[config.mk]
export PLATFORM = sky130hd
export DESIGN_NAME = tdma_node_slot_scheduler
export DESIGN_NICKNAME = d
export VERILOG_FILES = /design/src/hdl/tdmans_pkg.sv /design/src/hdl/tdmans_cfg.sv /design/src/hdl/tdmans_jdiv.sv /design/src/hdl/tdmans_core.sv /design/src/hdl/tdma_node_slot_scheduler.sv
export SDC_FILE = /design/constraint.sdc
export NUM_CORES = 2
export LEC_CHECK = 0
export BUFFER_PORTS_ARGS = -buffer_cell sky130_fd_sc_hd__buf_2
export CAP_MARGIN = 20
export CORE_ASPECT_RATIO = 0.75
export CORE_MARGIN = 4
export CORE_UTILIZATION = 45
export CTS_CLUSTER_SIZE = 10
export DETAILED_ROUTE_END_ITERATION = 6
export SLEW_MARGIN = 20
export SYNTH_ARGS = -nofsm -noshare
export SYNTH_HDL_FRONTEND = slang
export SYNTH_SLANG_ARGS = --single-unit
[constraint.sdc]
create_clock -name clk_i -period 14.7 [get_ports clk_i]
set_clock_uncertainty 0.05 [all_clocks]
set_input_delay 1.47 -clock clk_i [delete_from_list [all_inputs] [get_ports clk_i]]
set_output_delay 1.47 -clock clk_i [all_outputs]
set_load 0.1 [all_outputs]
[src/hdl/tdmans_pkg.sv]
// ----------------------------------------------------------------------------
// tdmans_pkg: shared types and constants of the TDMA node slot scheduler
// Codes, register indexes, the configuration bundle, item and result types.
// ----------------------------------------------------------------------------
package tdmans_pkg;

  // Superframe limits
  localparam logic [4:0] MAX_SLOTS   = 5'd16;
  localparam logic [3:0] QUEUE_LIMIT = 4'd4;

  // Command codes
  localparam logic [1:0] CMD_TICK      = 2'd0;
  localparam logic [1:0] CMD_FRAME     = 2'd1;
  localparam logic [1:0] CMD_TX_RESULT = 2'd2;

  // Downlink frame types
  localparam logic [1:0] FT_BEACON = 2'd0;
  localparam logic [1:0] FT_ASSIGN = 2'd1;

  // Transmit request kinds
  localparam logic [1:0] TX_NONE      = 2'd0;
  localparam logic [1:0] TX_HEARTBEAT = 2'd1;
  localparam logic [1:0] TX_JOIN      = 2'd2;

  // Special index values
  localparam logic [7:0] SLOT_NONE      = 8'hFF;
  localparam logic [7:0] DEST_BROADCAST = 8'hFF;

  // Configuration register indexes
  localparam logic [2:0] REG_BEACON_TIME   = 3'd0;
  localparam logic [2:0] REG_DOWNLINK_TIME = 3'd1;
  localparam logic [2:0] REG_SLOT_TIME     = 3'd2;
  localparam logic [2:0] REG_TAIL_TIME     = 3'd3;
  localparam logic [2:0] REG_HB_PERIOD     = 3'd4;
  localparam logic [2:0] REG_BEACON_LOST   = 3'd5;
  localparam logic [2:0] REG_OWN_INDEX     = 3'd6;
  localparam logic [2:0] REG_JOIN_EVERY    = 3'd7;

  localparam int unsigned CFG_IDX_W  = 3;
  localparam int unsigned CFG_DATA_W = 20;

  typedef struct packed {
    logic [19:0] beacon_time_us;
    logic [19:0] downlink_time_us;
    logic [19:0] slot_time_us;
    logic [19:0] tail_time_us;
    logic [15:0] heartbeat_period_ms;
    logic [15:0] beacon_lost_ms;
    logic [7:0]  own_index;
    logic [7:0]  join_every;
  } cfg_t;

  typedef struct packed {
    logic [1:0]  command;
    logic [31:0] now_us;
    logic [31:0] now_ms;
    logic        frame_ok;
    logic [1:0]  frame_type;
    logic [7:0]  dest_index;
    logic [31:0] payload_word;
    logic [7:0]  payload_last;
    logic [31:0] start_us;
    logic [15:0] jitter_us;
    logic        tx_ok;
  } item_t;

  typedef struct packed {
    logic [1:0]  tx_kind;
    logic [31:0] tx_at_us;
    logic        is_locked;
    logic        is_assigned;
    logic [7:0]  slot_number;
    logic [4:0]  slots_in_frame;
    logic        rescan_request;
    logic [31:0] superframe_count;
  } result_t;

endpackage

[src/hdl/tdmans_cfg.sv]
// ----------------------------------------------------------------------------
// tdmans_cfg: configuration register file
// Write-only registers, loaded by index from the plain write port.
// ----------------------------------------------------------------------------
module tdmans_cfg (
  input  logic                                clk_i,
  input  logic                                rst_ni,
  input  logic                                cfg_we_i,
  input  logic [tdmans_pkg::CFG_IDX_W-1:0]    cfg_idx_i,
  input  logic [tdmans_pkg::CFG_DATA_W-1:0]   cfg_wdata_i,
  output tdmans_pkg::cfg_t                    cfg_o
);

  tdmans_pkg::cfg_t cfg_q;

  // Register writes, low bits of the write data
  always_ff @(posedge clk_i or negedge rst_ni) begin
    if (!rst_ni) begin
      cfg_q.beacon_time_us      <= 20'd0;
      cfg_q.downlink_time_us    <= 20'd0;
      cfg_q.slot_time_us        <= 20'd1;
      cfg_q.tail_time_us        <= 20'd0;
      cfg_q.heartbeat_period_ms <= 16'd1000;
      cfg_q.beacon_lost_ms      <= 16'd3000;
      cfg_q.own_index           <= 8'd0;
      cfg_q.join_every          <= 8'd1;
    end else if (cfg_we_i) begin
      unique case (cfg_idx_i)
        tdmans_pkg::REG_BEACON_TIME:   cfg_q.beacon_time_us      <= cfg_wdata_i;
        tdmans_pkg::REG_DOWNLINK_TIME: cfg_q.downlink_time_us    <= cfg_wdata_i;
        tdmans_pkg::REG_SLOT_TIME:     cfg_q.slot_time_us        <= cfg_wdata_i;
        tdmans_pkg::REG_TAIL_TIME:     cfg_q.tail_time_us        <= cfg_wdata_i;
        tdmans_pkg::REG_HB_PERIOD:     cfg_q.heartbeat_period_ms <= cfg_wdata_i[15:0];
        tdmans_pkg::REG_BEACON_LOST:   cfg_q.beacon_lost_ms      <= cfg_wdata_i[15:0];
        tdmans_pkg::REG_OWN_INDEX:     cfg_q.own_index           <= cfg_wdata_i[7:0];
        tdmans_pkg::REG_JOIN_EVERY:    cfg_q.join_every          <= cfg_wdata_i[7:0];
        default: ;
      endcase
    end
  end

  assign cfg_o = cfg_q;

endmodule

[src/hdl/tdmans_jdiv.sv]
// ----------------------------------------------------------------------------
// tdmans_jdiv: serial remainder unit for the join spacing
// Restoring division, one dividend bit per cycle.
// ----------------------------------------------------------------------------
module tdmans_jdiv (
  input  logic       clk_i,
  input  logic       rst_ni,
  input  logic       start_i,
  input  logic [7:0] dividend_i,
  input  logic [7:0] divisor_i,
  output logic       busy_o,
  output logic       done_o,
  output logic [7:0] rem_o
);

  logic       busy_q;
  logic [2:0] cnt_q;
  logic [7:0] rem_q, rem_d;
  logic [7:0] sh_q;
  logic [7:0] div_q;
  logic [8:0] trial;

  // One restoring step
  always_comb begin
    trial = {rem_q, sh_q[7]};
    if (trial >= {1'b0, div_q}) begin
      rem_d = 8'(trial - {1'b0, div_q});
    end else begin
      rem_d = trial[7:0];
    end
  end

  always_ff @(posedge clk_i or negedge rst_ni) begin
    if (!rst_ni) begin
      busy_q <= 1'b0;
      cnt_q  <= 3'd0;
    end else if (start_i) begin
      busy_q <= 1'b1;
      cnt_q  <= 3'd0;
    end else if (busy_q) begin
      cnt_q <= cnt_q + 3'd1;
      if (cnt_q == 3'd7) begin
        busy_q <= 1'b0;
      end
    end
  end

  // Datapath; a zero divisor acts as one
  always_ff @(posedge clk_i) begin
    if (start_i) begin
      rem_q <= 8'd0;
      sh_q  <= dividend_i;
      div_q <= (divisor_i == 8'd0) ? 8'd1 : divisor_i;
    end else if (busy_q) begin
      rem_q <= rem_d;
      sh_q  <= {sh_q[6:0], 1'b0};
    end
  end

  assign busy_o = busy_q;
  assign done_o = busy_q && (cnt_q == 3'd7);
  assign rem_o  = rem_d;

endmodule

[src/hdl/tdmans_core.sv]
// ----------------------------------------------------------------------------
// tdmans_core: scheduler state and single-pass step logic
// Holds the lock, slot and queue state; computes one result per fired item.
// ----------------------------------------------------------------------------
module tdmans_core (
  input  logic                      clk_i,
  input  logic                      rst_ni,
  input  tdmans_pkg::cfg_t          cfg_i,
  input  logic                      fire_i,
  input  tdmans_pkg::item_t         item_i,
  input  logic                      every_wr_i,
  input  logic [7:0]                every_val_i,
  output logic                      busy_o,
  output tdmans_pkg::result_t       res_o
);

  // State
  logic        locked_q, locked_d;
  logic        assigned_q, assigned_d;
  logic [31:0] phase_q, phase_d;
  logic [31:0] frame_cnt_q, frame_cnt_d;
  logic [4:0]  slot_total_q, slot_total_d;
  logic [7:0]  my_slot_q, my_slot_d;
  logic [2:0]  bmap_ver_q, bmap_ver_d;
  logic [7:0]  held_ver_q, held_ver_d;
  logic        slot_sent_q, slot_sent_d;
  logic        join_sent_q, join_sent_d;
  logic        join_due_q, join_due_d;
  logic [7:0]  join_seq_q, join_seq_d;
  logic [7:0]  join_res_q, join_res_d;
  logic [15:0] jitter_q, jitter_d;
  logic [3:0]  pend_q, pend_d;
  logic [31:0] last_enq_q, last_enq_d;
  logic [31:0] last_bcn_q, last_bcn_d;

  // Step temporaries
  logic [1:0]  kind;
  logic [31:0] at_us;
  logic        rescan;
  logic        requested;
  logic [4:0]  n_slots;
  logic [7:0]  every_eff;
  logic [7:0]  res_inc;
  logic [27:0] own_off;
  logic [24:0] join_off;
  logic [31:0] uplink_base;
  logic [31:0] period;
  logic [31:0] due_diff;
  logic        dest_hit;
  logic        div_done;
  logic [7:0]  div_rem;

  // Residue of join_seq by the spacing, redone after a spacing write
  tdmans_jdiv u_jdiv (
    .clk_i      (clk_i),
    .rst_ni     (rst_ni),
    .start_i    (every_wr_i),
    .dividend_i (join_seq_q),
    .divisor_i  (every_val_i),
    .busy_o     (busy_o),
    .done_o     (div_done),
    .rem_o      (div_rem)
  );

  // Shared offsets and sums
  always_comb begin
    own_off     = 28'(my_slot_q) * 28'(cfg_i.slot_time_us);
    join_off    = 25'(slot_total_q) * 25'(cfg_i.slot_time_us);
    uplink_base = phase_q + 32'(cfg_i.beacon_time_us) + 32'(cfg_i.downlink_time_us);
    period      = 32'(cfg_i.beacon_time_us) + 32'(cfg_i.downlink_time_us)
                + 32'(join_off) + 32'(cfg_i.tail_time_us);
    due_diff    = item_i.now_us - (phase_q + period);
    every_eff   = (cfg_i.join_every == 8'd0) ? 8'd1 : cfg_i.join_every;
    res_inc     = join_res_q + 8'd1;
    dest_hit    = (item_i.dest_index == tdmans_pkg::DEST_BROADCAST)
               || (item_i.dest_index == cfg_i.own_index);
    n_slots     = item_i.payload_last[4:0];
    if (n_slots == 5'd0) begin
      n_slots = 5'd1;
    end else if (n_slots > tdmans_pkg::MAX_SLOTS) begin
      n_slots = tdmans_pkg::MAX_SLOTS;
    end
  end

  // Next state and result
  always_comb begin
    locked_d     = locked_q;
    assigned_d   = assigned_q;
    phase_d      = phase_q;
    frame_cnt_d  = frame_cnt_q;
    slot_total_d = slot_total_q;
    my_slot_d    = my_slot_q;
    bmap_ver_d   = bmap_ver_q;
    held_ver_d   = held_ver_q;
    slot_sent_d  = slot_sent_q;
    join_sent_d  = join_sent_q;
    join_due_d   = join_due_q;
    join_seq_d   = join_seq_q;
    join_res_d   = join_res_q;
    jitter_d     = jitter_q;
    pend_d       = pend_q;
    last_enq_d   = last_enq_q;
    last_bcn_d   = last_bcn_q;
    kind         = tdmans_pkg::TX_NONE;
    at_us        = 32'd0;
    rescan       = 1'b0;
    requested    = 1'b0;

    case (item_i.command)
      tdmans_pkg::CMD_TICK: begin
        if (locked_q) begin
          // Heartbeat queue, saturating
          if ((item_i.now_ms - last_enq_q) >= 32'(cfg_i.heartbeat_period_ms)) begin
            last_enq_d = item_i.now_ms;
            if (pend_q < tdmans_pkg::QUEUE_LIMIT) begin
              pend_d = pend_q + 4'd1;
            end
          end
          // Transmit requests end the tick
          if (assigned_q) begin
            if ((pend_d != 4'd0) && !slot_sent_q) begin
              kind        = tdmans_pkg::TX_HEARTBEAT;
              at_us       = uplink_base + 32'(own_off);
              slot_sent_d = 1'b1;
              requested   = 1'b1;
            end
          end else if (!join_sent_q && join_due_q) begin
            kind        = tdmans_pkg::TX_JOIN;
            at_us       = uplink_base + 32'(join_off) + 32'(jitter_q);
            join_sent_d = 1'b1;
            requested   = 1'b1;
          end
          if (!requested) begin
            if ((last_bcn_q != 32'd0)
                && ((item_i.now_ms - last_bcn_q) > 32'(cfg_i.beacon_lost_ms))) begin
              // Beacon lost
              locked_d   = 1'b0;
              assigned_d = 1'b0;
              my_slot_d  = tdmans_pkg::SLOT_NONE;
              rescan     = 1'b1;
            end else if (!due_diff[31]) begin
              // Free-run to the next nominal superframe
              phase_d     = phase_q + period;
              slot_sent_d = 1'b0;
              join_sent_d = 1'b0;
            end
          end
        end
      end

      tdmans_pkg::CMD_FRAME: begin
        if (item_i.frame_ok) begin
          if (item_i.frame_type == tdmans_pkg::FT_BEACON) begin
            if (!locked_q) begin
              last_enq_d = item_i.now_ms;
            end
            last_bcn_d   = item_i.now_ms;
            phase_d      = item_i.start_us;
            frame_cnt_d  = item_i.payload_word;
            slot_total_d = n_slots;
            bmap_ver_d   = item_i.payload_last[7:5];
            locked_d     = 1'b1;
            slot_sent_d  = 1'b0;
            join_sent_d  = 1'b0;
            join_due_d   = (join_res_q == 8'd0);
            join_seq_d   = join_seq_q + 8'd1;
            // Residue follows the sequence, restarting at its wrap
            if (join_seq_q == 8'hFF || res_inc == every_eff) begin
              join_res_d = 8'd0;
            end else begin
              join_res_d = res_inc;
            end
            jitter_d = item_i.jitter_us;
            if (assigned_q && ({5'd0, item_i.payload_last[7:5]} != held_ver_q)) begin
              assigned_d = 1'b0;
            end
          end else if (dest_hit && (item_i.frame_type == tdmans_pkg::FT_ASSIGN)) begin
            if (item_i.payload_word[23:16] == tdmans_pkg::SLOT_NONE) begin
              // Channel full
              rescan     = 1'b1;
              locked_d   = 1'b0;
              assigned_d = 1'b0;
            end else begin
              assigned_d = 1'b1;
              my_slot_d  = item_i.payload_word[23:16];
              held_ver_d = item_i.payload_word[7:0];
            end
          end
        end
      end

      tdmans_pkg::CMD_TX_RESULT: begin
        if (item_i.tx_ok && (pend_q != 4'd0)) begin
          pend_d = pend_q - 4'd1;
        end
      end

      default: ;
    endcase

    res_o.tx_kind          = kind;
    res_o.tx_at_us         = at_us;
    res_o.is_locked        = locked_d;
    res_o.is_assigned      = assigned_d;
    res_o.slot_number      = my_slot_d;
    res_o.slots_in_frame   = slot_total_d;
    res_o.rescan_request   = rescan;
    res_o.superframe_count = frame_cnt_d;
  end

  // State registers
  always_ff @(posedge clk_i or negedge rst_ni) begin
    if (!rst_ni) begin
      locked_q     <= 1'b0;
      assigned_q   <= 1'b0;
      phase_q      <= 32'd0;
      frame_cnt_q  <= 32'd0;
      slot_total_q <= 5'd0;
      my_slot_q    <= tdmans_pkg::SLOT_NONE;
      bmap_ver_q   <= 3'd0;
      held_ver_q   <= 8'd0;
      slot_sent_q  <= 1'b0;
      join_sent_q  <= 1'b0;
      join_due_q   <= 1'b0;
      join_seq_q   <= 8'd0;
      join_res_q   <= 8'd0;
      jitter_q     <= 16'd0;
      pend_q       <= 4'd0;
      last_enq_q   <= 32'd0;
      last_bcn_q   <= 32'd0;
    end else if (fire_i) begin
      locked_q     <= locked_d;
      assigned_q   <= assigned_d;
      phase_q      <= phase_d;
      frame_cnt_q  <= frame_cnt_d;
      slot_total_q <= slot_total_d;
      my_slot_q    <= my_slot_d;
      bmap_ver_q   <= bmap_ver_d;
      held_ver_q   <= held_ver_d;
      slot_sent_q  <= slot_sent_d;
      join_sent_q  <= join_sent_d;
      join_due_q   <= join_due_d;
      join_seq_q   <= join_seq_d;
      join_res_q   <= join_res_d;
      jitter_q     <= jitter_d;
      pend_q       <= pend_d;
      last_enq_q   <= last_enq_d;
      last_bcn_q   <= last_bcn_d;
    end else if (div_done) begin
      join_res_q <= div_rem;
    end
  end

endmodule

[src/hdl/tdma_node_slot_scheduler.sv]
// ----------------------------------------------------------------------------
// tdma_node_slot_scheduler: node side of a beacon-locked TDMA MAC
// Input register, single-pass step logic and an output register.
// ----------------------------------------------------------------------------
// Throughput: one item per cycle when stalled neither by the output nor by a
//   join residue run; the step is one pass of compare, a 20x8 and a 20x5
//   multiply and add logic between the input and result registers.
// A join_every write recomputes the join residue serially; input stalls from that write until the run is done.
// Reset: asynchronous, active low; clears all state but the payload and divider datapath registers.
module tdma_node_slot_scheduler (
  input  logic                              clk_i,
  input  logic                              rst_ni,
  // in: now_us, now_ms, frame_ok, frame_type, dest_index, payload_word,
  //     payload_last, start_us, jitter_us, tx_ok, zero pad
  input  logic                              s_axis_tvalid,
  output logic                              s_axis_tready,
  input  logic [167:0]                      s_axis_tdata,
  input  logic [1:0]                        s_axis_tuser,   // command
  // out: tx_at_us, is_locked, is_assigned, slot_number, slots_in_frame,
  //      rescan_request, superframe_count
  output logic                              m_axis_tvalid,
  input  logic                              m_axis_tready,
  output logic [79:0]                       m_axis_tdata,
  output logic [1:0]                        m_axis_tuser,   // tx_kind
  // configuration
  input  logic                              cfg_we_i,
  input  logic [tdmans_pkg::CFG_IDX_W-1:0]  cfg_idx_i,
  input  logic [tdmans_pkg::CFG_DATA_W-1:0] cfg_wdata_i
);

  tdmans_pkg::cfg_t    cfg;
  tdmans_pkg::item_t   in_item, in_q;
  tdmans_pkg::result_t res, out_q;
  logic in_valid_q, out_valid_q;
  logic advance, s_fire, every_wr, div_busy;

  tdmans_cfg u_cfg (
    .clk_i       (clk_i),
    .rst_ni      (rst_ni),
    .cfg_we_i    (cfg_we_i),
    .cfg_idx_i   (cfg_idx_i),
    .cfg_wdata_i (cfg_wdata_i),
    .cfg_o       (cfg)
  );

  // Unpack the input item
  always_comb begin
    in_item.command      = s_axis_tuser;
    in_item.now_us       = s_axis_tdata[31:0];
    in_item.now_ms       = s_axis_tdata[63:32];
    in_item.frame_ok     = s_axis_tdata[64];
    in_item.frame_type   = s_axis_tdata[66:65];
    in_item.dest_index   = s_axis_tdata[74:67];
    in_item.payload_word = s_axis_tdata[106:75];
    in_item.payload_last = s_axis_tdata[114:107];
    in_item.start_us     = s_axis_tdata[146:115];
    in_item.jitter_us    = s_axis_tdata[162:147];
    in_item.tx_ok        = s_axis_tdata[163];
  end

  // Handshake: step fires when the result register is free or draining
  assign every_wr      = cfg_we_i && (cfg_idx_i == tdmans_pkg::REG_JOIN_EVERY);
  assign advance       = in_valid_q && (!out_valid_q || m_axis_tready);
  assign s_axis_tready = !div_busy && !every_wr && (!in_valid_q || advance);
  assign s_fire        = s_axis_tvalid && s_axis_tready;

  tdmans_core u_core (
    .clk_i       (clk_i),
    .rst_ni      (rst_ni),
    .cfg_i       (cfg),
    .fire_i      (advance),
    .item_i      (in_q),
    .every_wr_i  (every_wr),
    .every_val_i (cfg_wdata_i[7:0]),
    .busy_o      (div_busy),
    .res_o       (res)
  );

  // Valid flags
  always_ff @(posedge clk_i or negedge rst_ni) begin
    if (!rst_ni) begin
      in_valid_q  <= 1'b0;
      out_valid_q <= 1'b0;
    end else begin
      if (s_fire) begin
        in_valid_q <= 1'b1;
      end else if (advance) begin
        in_valid_q <= 1'b0;
      end
      if (advance) begin
        out_valid_q <= 1'b1;
      end else if (m_axis_tready) begin
        out_valid_q <= 1'b0;
      end
    end
  end

  // Payload registers
  always_ff @(posedge clk_i) begin
    if (s_fire) begin
      in_q <= in_item;
    end
    if (advance) begin
      out_q <= res;
    end
  end

  // Pack the result item
  assign m_axis_tvalid = out_valid_q;
  assign m_axis_tuser  = out_q.tx_kind;
  assign m_axis_tdata  = {out_q.superframe_count, out_q.rescan_request,
                          out_q.slots_in_frame, out_q.slot_number,
                          out_q.is_assigned, out_q.is_locked, out_q.tx_at_us};

endmodule

==> reports/metrics.csv <==
stage,metric,value,unit
cells_and_area,share of cells above drive strength 1,14.4,%
sta,max_slew headroom,28.7,%
sta,setup TNS,0,ps
logic_synthesis,Syn Nets,5016,
sta,RSZ-0062 raised after global routing,false,
outcome,status,finished clean,
floorplanning,die height,276,um
clock_network,clock sink total,596,
clock_network,TritonCTS Buffers,73,
floorplanning,core area,0.0952,mm2
logic_synthesis,Mean Syn Cell Area,10.2,um2
sta,Final Hold Viols,0,
critical_path,"Req. time, crit path",15180,ps
logic_synthesis,YS warnings,0,
route,WL/cell,19.5,um
sta,Final Critical Period,11850,ps
sta,Worst Max-Slew Pin Slew,1070,ps
critical_path,Worst setup SP type,flop,
sta,Tcrit/Tclk final,80.6,%
clock_network,Clock Path Buffers,3,
cells_and_area,area grow syn2layout,11.6,%
route,Initial DRC Count,2057,
sta,setup slack after layout,2850,ps
floorplanning,DIE AREA,0.101,mm2
route,DR pass1 iterations,5,
placed_design,RePlAce Congestion,0.929,
critical_path,CP Max Fanout,32,
cells_and_area,Layout Nets,5260,
job,total of max-cap violations,0,
logic_synthesis,#FFs+latches synth,596,
logic_synthesis,register area share after synthesis,37.6,%
critical_path,R2R depth,39,
worst_hold_path,Hold WC Path Type,flop to flop,
logic_synthesis,Mapped Area,0.0431,mm2
critical_path,critical path class,flop to flop,
logic_synthesis,Post-Syn Instances,4211,
route,DRT antenna net count,0,
placed_design,IO Port Bufs,277,
logic_synthesis,synth unique cells,85,
global_routing,largest net degree at the start of global routing,88,
logic_synthesis,asr flop ratio synth,54.4,%
floorplanning,IO Pins,282,
clock_network,"Clk pin slew, worst setup/hold paths",60,ps
floorplanning,Initial Utilization,45.3,%
global_routing,first-pass GRT wire length,176000,um
logic_synthesis,"EDFF count, synth",264,
global_routing,vias in the first global route,30700,
clock_network,worst skew pair latency,650,ps
clock_network,CTS tree,yes,
global_routing,initial antenna violation count,7,
critical_path,Worst path most repeated cell,fa_1,
route,post-route DRC violation count,0,
floorplanning,FP Rows,98,
critical_path,Worst path slowest cell,dfrtp_1,
route,vias per cell,5.39,
clock_network,post-CTS resize count,0,
global_routing,total track usage,22.4,%
placed_design,pre-CTS setup slack,3050,ps
floorplanning,die width,365,um
critical_path,Critical Path AT,12330,ps
critical_path,Worst setup EP type,flop,
logic_synthesis,predominant post-synthesis flop cell,dfrtp_1,
sta,fin. max-slew vios,0,
clock_network,clock root buffer master,clkbuf_16,
placed_design,HPWL after detailed placement,86300,um
route,drt total wl,112000,um
worst_hold_path,worst hold stages,2,
route,vias,31100,
clock_network,H-tree depth,3,
sta,max frequency,84.4,MHz
clock_network,postcts setup bufs,0,
clock_network,hold_buf cts,0,
sta,final setup fails,0,
critical_path,CP max stage delay,910,ps
global_routing,grt total ovfl,0,
placed cells by master, fill, tap and decap left out, types with 42 or more instances in the layout:
cell and instances:
dfrtp_1 301, o21ai_0 185, nand2_1 492, xor2_1 91
xnor2_1 133, mux2_2 182, a21o_1 79, nand3_1 61
ha_1 340, clkbuf_16 76, a21oi_1 193, and2_1 189
edfxtp_1 264, fa_1 267, clkbuf_1 42, inv_1 486
buf_2 276, nor2_1 171
Yosys cell counts, drive strengths merged (6+ instances only):
master,n,share of area [%]
nor3,45,0.52
nand4,37,0.54
ha,340,9.9
dfrtp,301,17
a211o,8,0.16
dfstp,23,1.4
a21boi,17,0.30
a21oi,194,2.3
a21o,79,1.4
nand2b,41,0.59
o211ai,11,0.19
or3,6,0.087
buf,12,0.16
a2111oi,7,0.19
a211oi,31,0.55
o21bai,31,0.54
nand3,62,0.72
o22ai,39,0.57
a31oi,25,0.36
mux2,194,5.1
and2,190,2.8
xnor2,133,2.7
a22o,13,0.26
fa,267,12
o21a,26,0.45
and3,27,0.39
a31o,7,0.14
o21ai,189,2.2
inv,489,4.3
or2,14,0.20
nor4,22,0.32
edfxtp,264,18
nor2,174,1.5
o31ai,16,0.32
a221oi,6,0.14
nor3b,8,0.14
o22a,8,0.16
xor2,91,1.8
clkbuf,126,1.1
dfxtp,8,0.37
mux2i,28,0.65
nand2,492,4.3
nor2b,32,0.46
kinds of logic after synthesis:
family,Yosys count,share of synthesized area [%]
flip-flops,596,37.6
buffers and inverters,628,5.52
adder cells (fa/ha/maj),607,22.3
XOR/XNOR,224,4.55
multiplexers,222,5.71
AND/OR/NAND/NOR,1174,13.0
AO/OA/AOI/OAI,760,11.3
routing by layer:
metal | wire length (um) | vias up | part of all wire, % | track usage [%]
met5 | 0 | - | 0 | 0
met4 | 2250 | 0 | 2.0 | 4.95
met3 | 6420 | 114 | 5.7 | 3.97
met2 | 50800 | 693 | 45 | 34.9
met1 | 52800 | 15300 | 47 | 32.7
li1 | - | 14900 | - | -
registers in the layout, indices dropped and copies added (netlist names), 2 cells and up:
signal and count:
in_q 166, u_core.u_jdiv.rem_q 8, u_core.u_jdiv.cnt_q 3, u_core.join_seq_q 8, m_axis_tdata 80, u_core.u_jdiv.sh_q 8, u_core.last_enq_q 32, u_core.jitter_q 16
u_core.slot_total_q 5, u_core.join_res_q 8, u_core.last_bcn_q 32, u_cfg.cfg_o 128, u_core.frame_cnt_q 32, u_core.u_jdiv.div_q 8, m_axis_tuser 2, u_core.phase_q 32
u_core.pend_q 4, u_core.held_ver_q 8, u_core.my_slot_q 8
layout make-up:
class / instances / area [um2]
fillers: 8880 / 47000
flip-flops and latches: 596 / 16200
multi-input cells: 2987 / 24600
repair buffers: 307 / 1650
clock inverters: 9 / 131
inverters: 490 / 1840
clock buffers: 123 / 2130
diodes: 2 / 5.00
well taps: 1250 / 1560
path summary, 6_finish.rpt:
kind | start | endpoint | slack (ps)
max | u_core.slot_total_q[2] | u_core.phase_q[2] | 2850
min in group asynchronous | rst_ni | u_core.phase_q[0] | 800
max reg2reg | u_core.slot_total_q[2] | u_core.phase_q[2] | 2850
min | in_q[16] | u_core.jitter_q[15] | 390
min reg2reg | in_q[16] | u_core.jitter_q[15] | 390
max in group asynchronous | rst_ni | u_cfg.cfg_o[12] | 10950
stage by stage:
step	instance area, um2	util, %	hold WS, ps	std cells
after floorplan	43100	-	365	4211
after global placement	45800	48.2	375	5628
after detailed placement	45800	48.2	384	5628
after CTS	48100	50.5	399	5760
after global routing	48100	50.6	424	5764
final	48100	50.6	393	5764
worst max-delay path: cells and delay by family, from the launching register on:
family | cells | cell delay [ps]
AO/OA/AOI/OAI | 17 | 4300
AND/OR/NAND/NOR | 4 | 1030
multiplexers | 1 | 410
XOR/XNOR | 4 | 820
flip-flops | 1 | 910
buffers and inverters | 5 | 810
adder cells (fa/ha/maj) | 8 | 3340
Power is left out: the tool's default activity adds up to more than one toggle a clock period on the data nets, which glitch-free logic cannot reach.
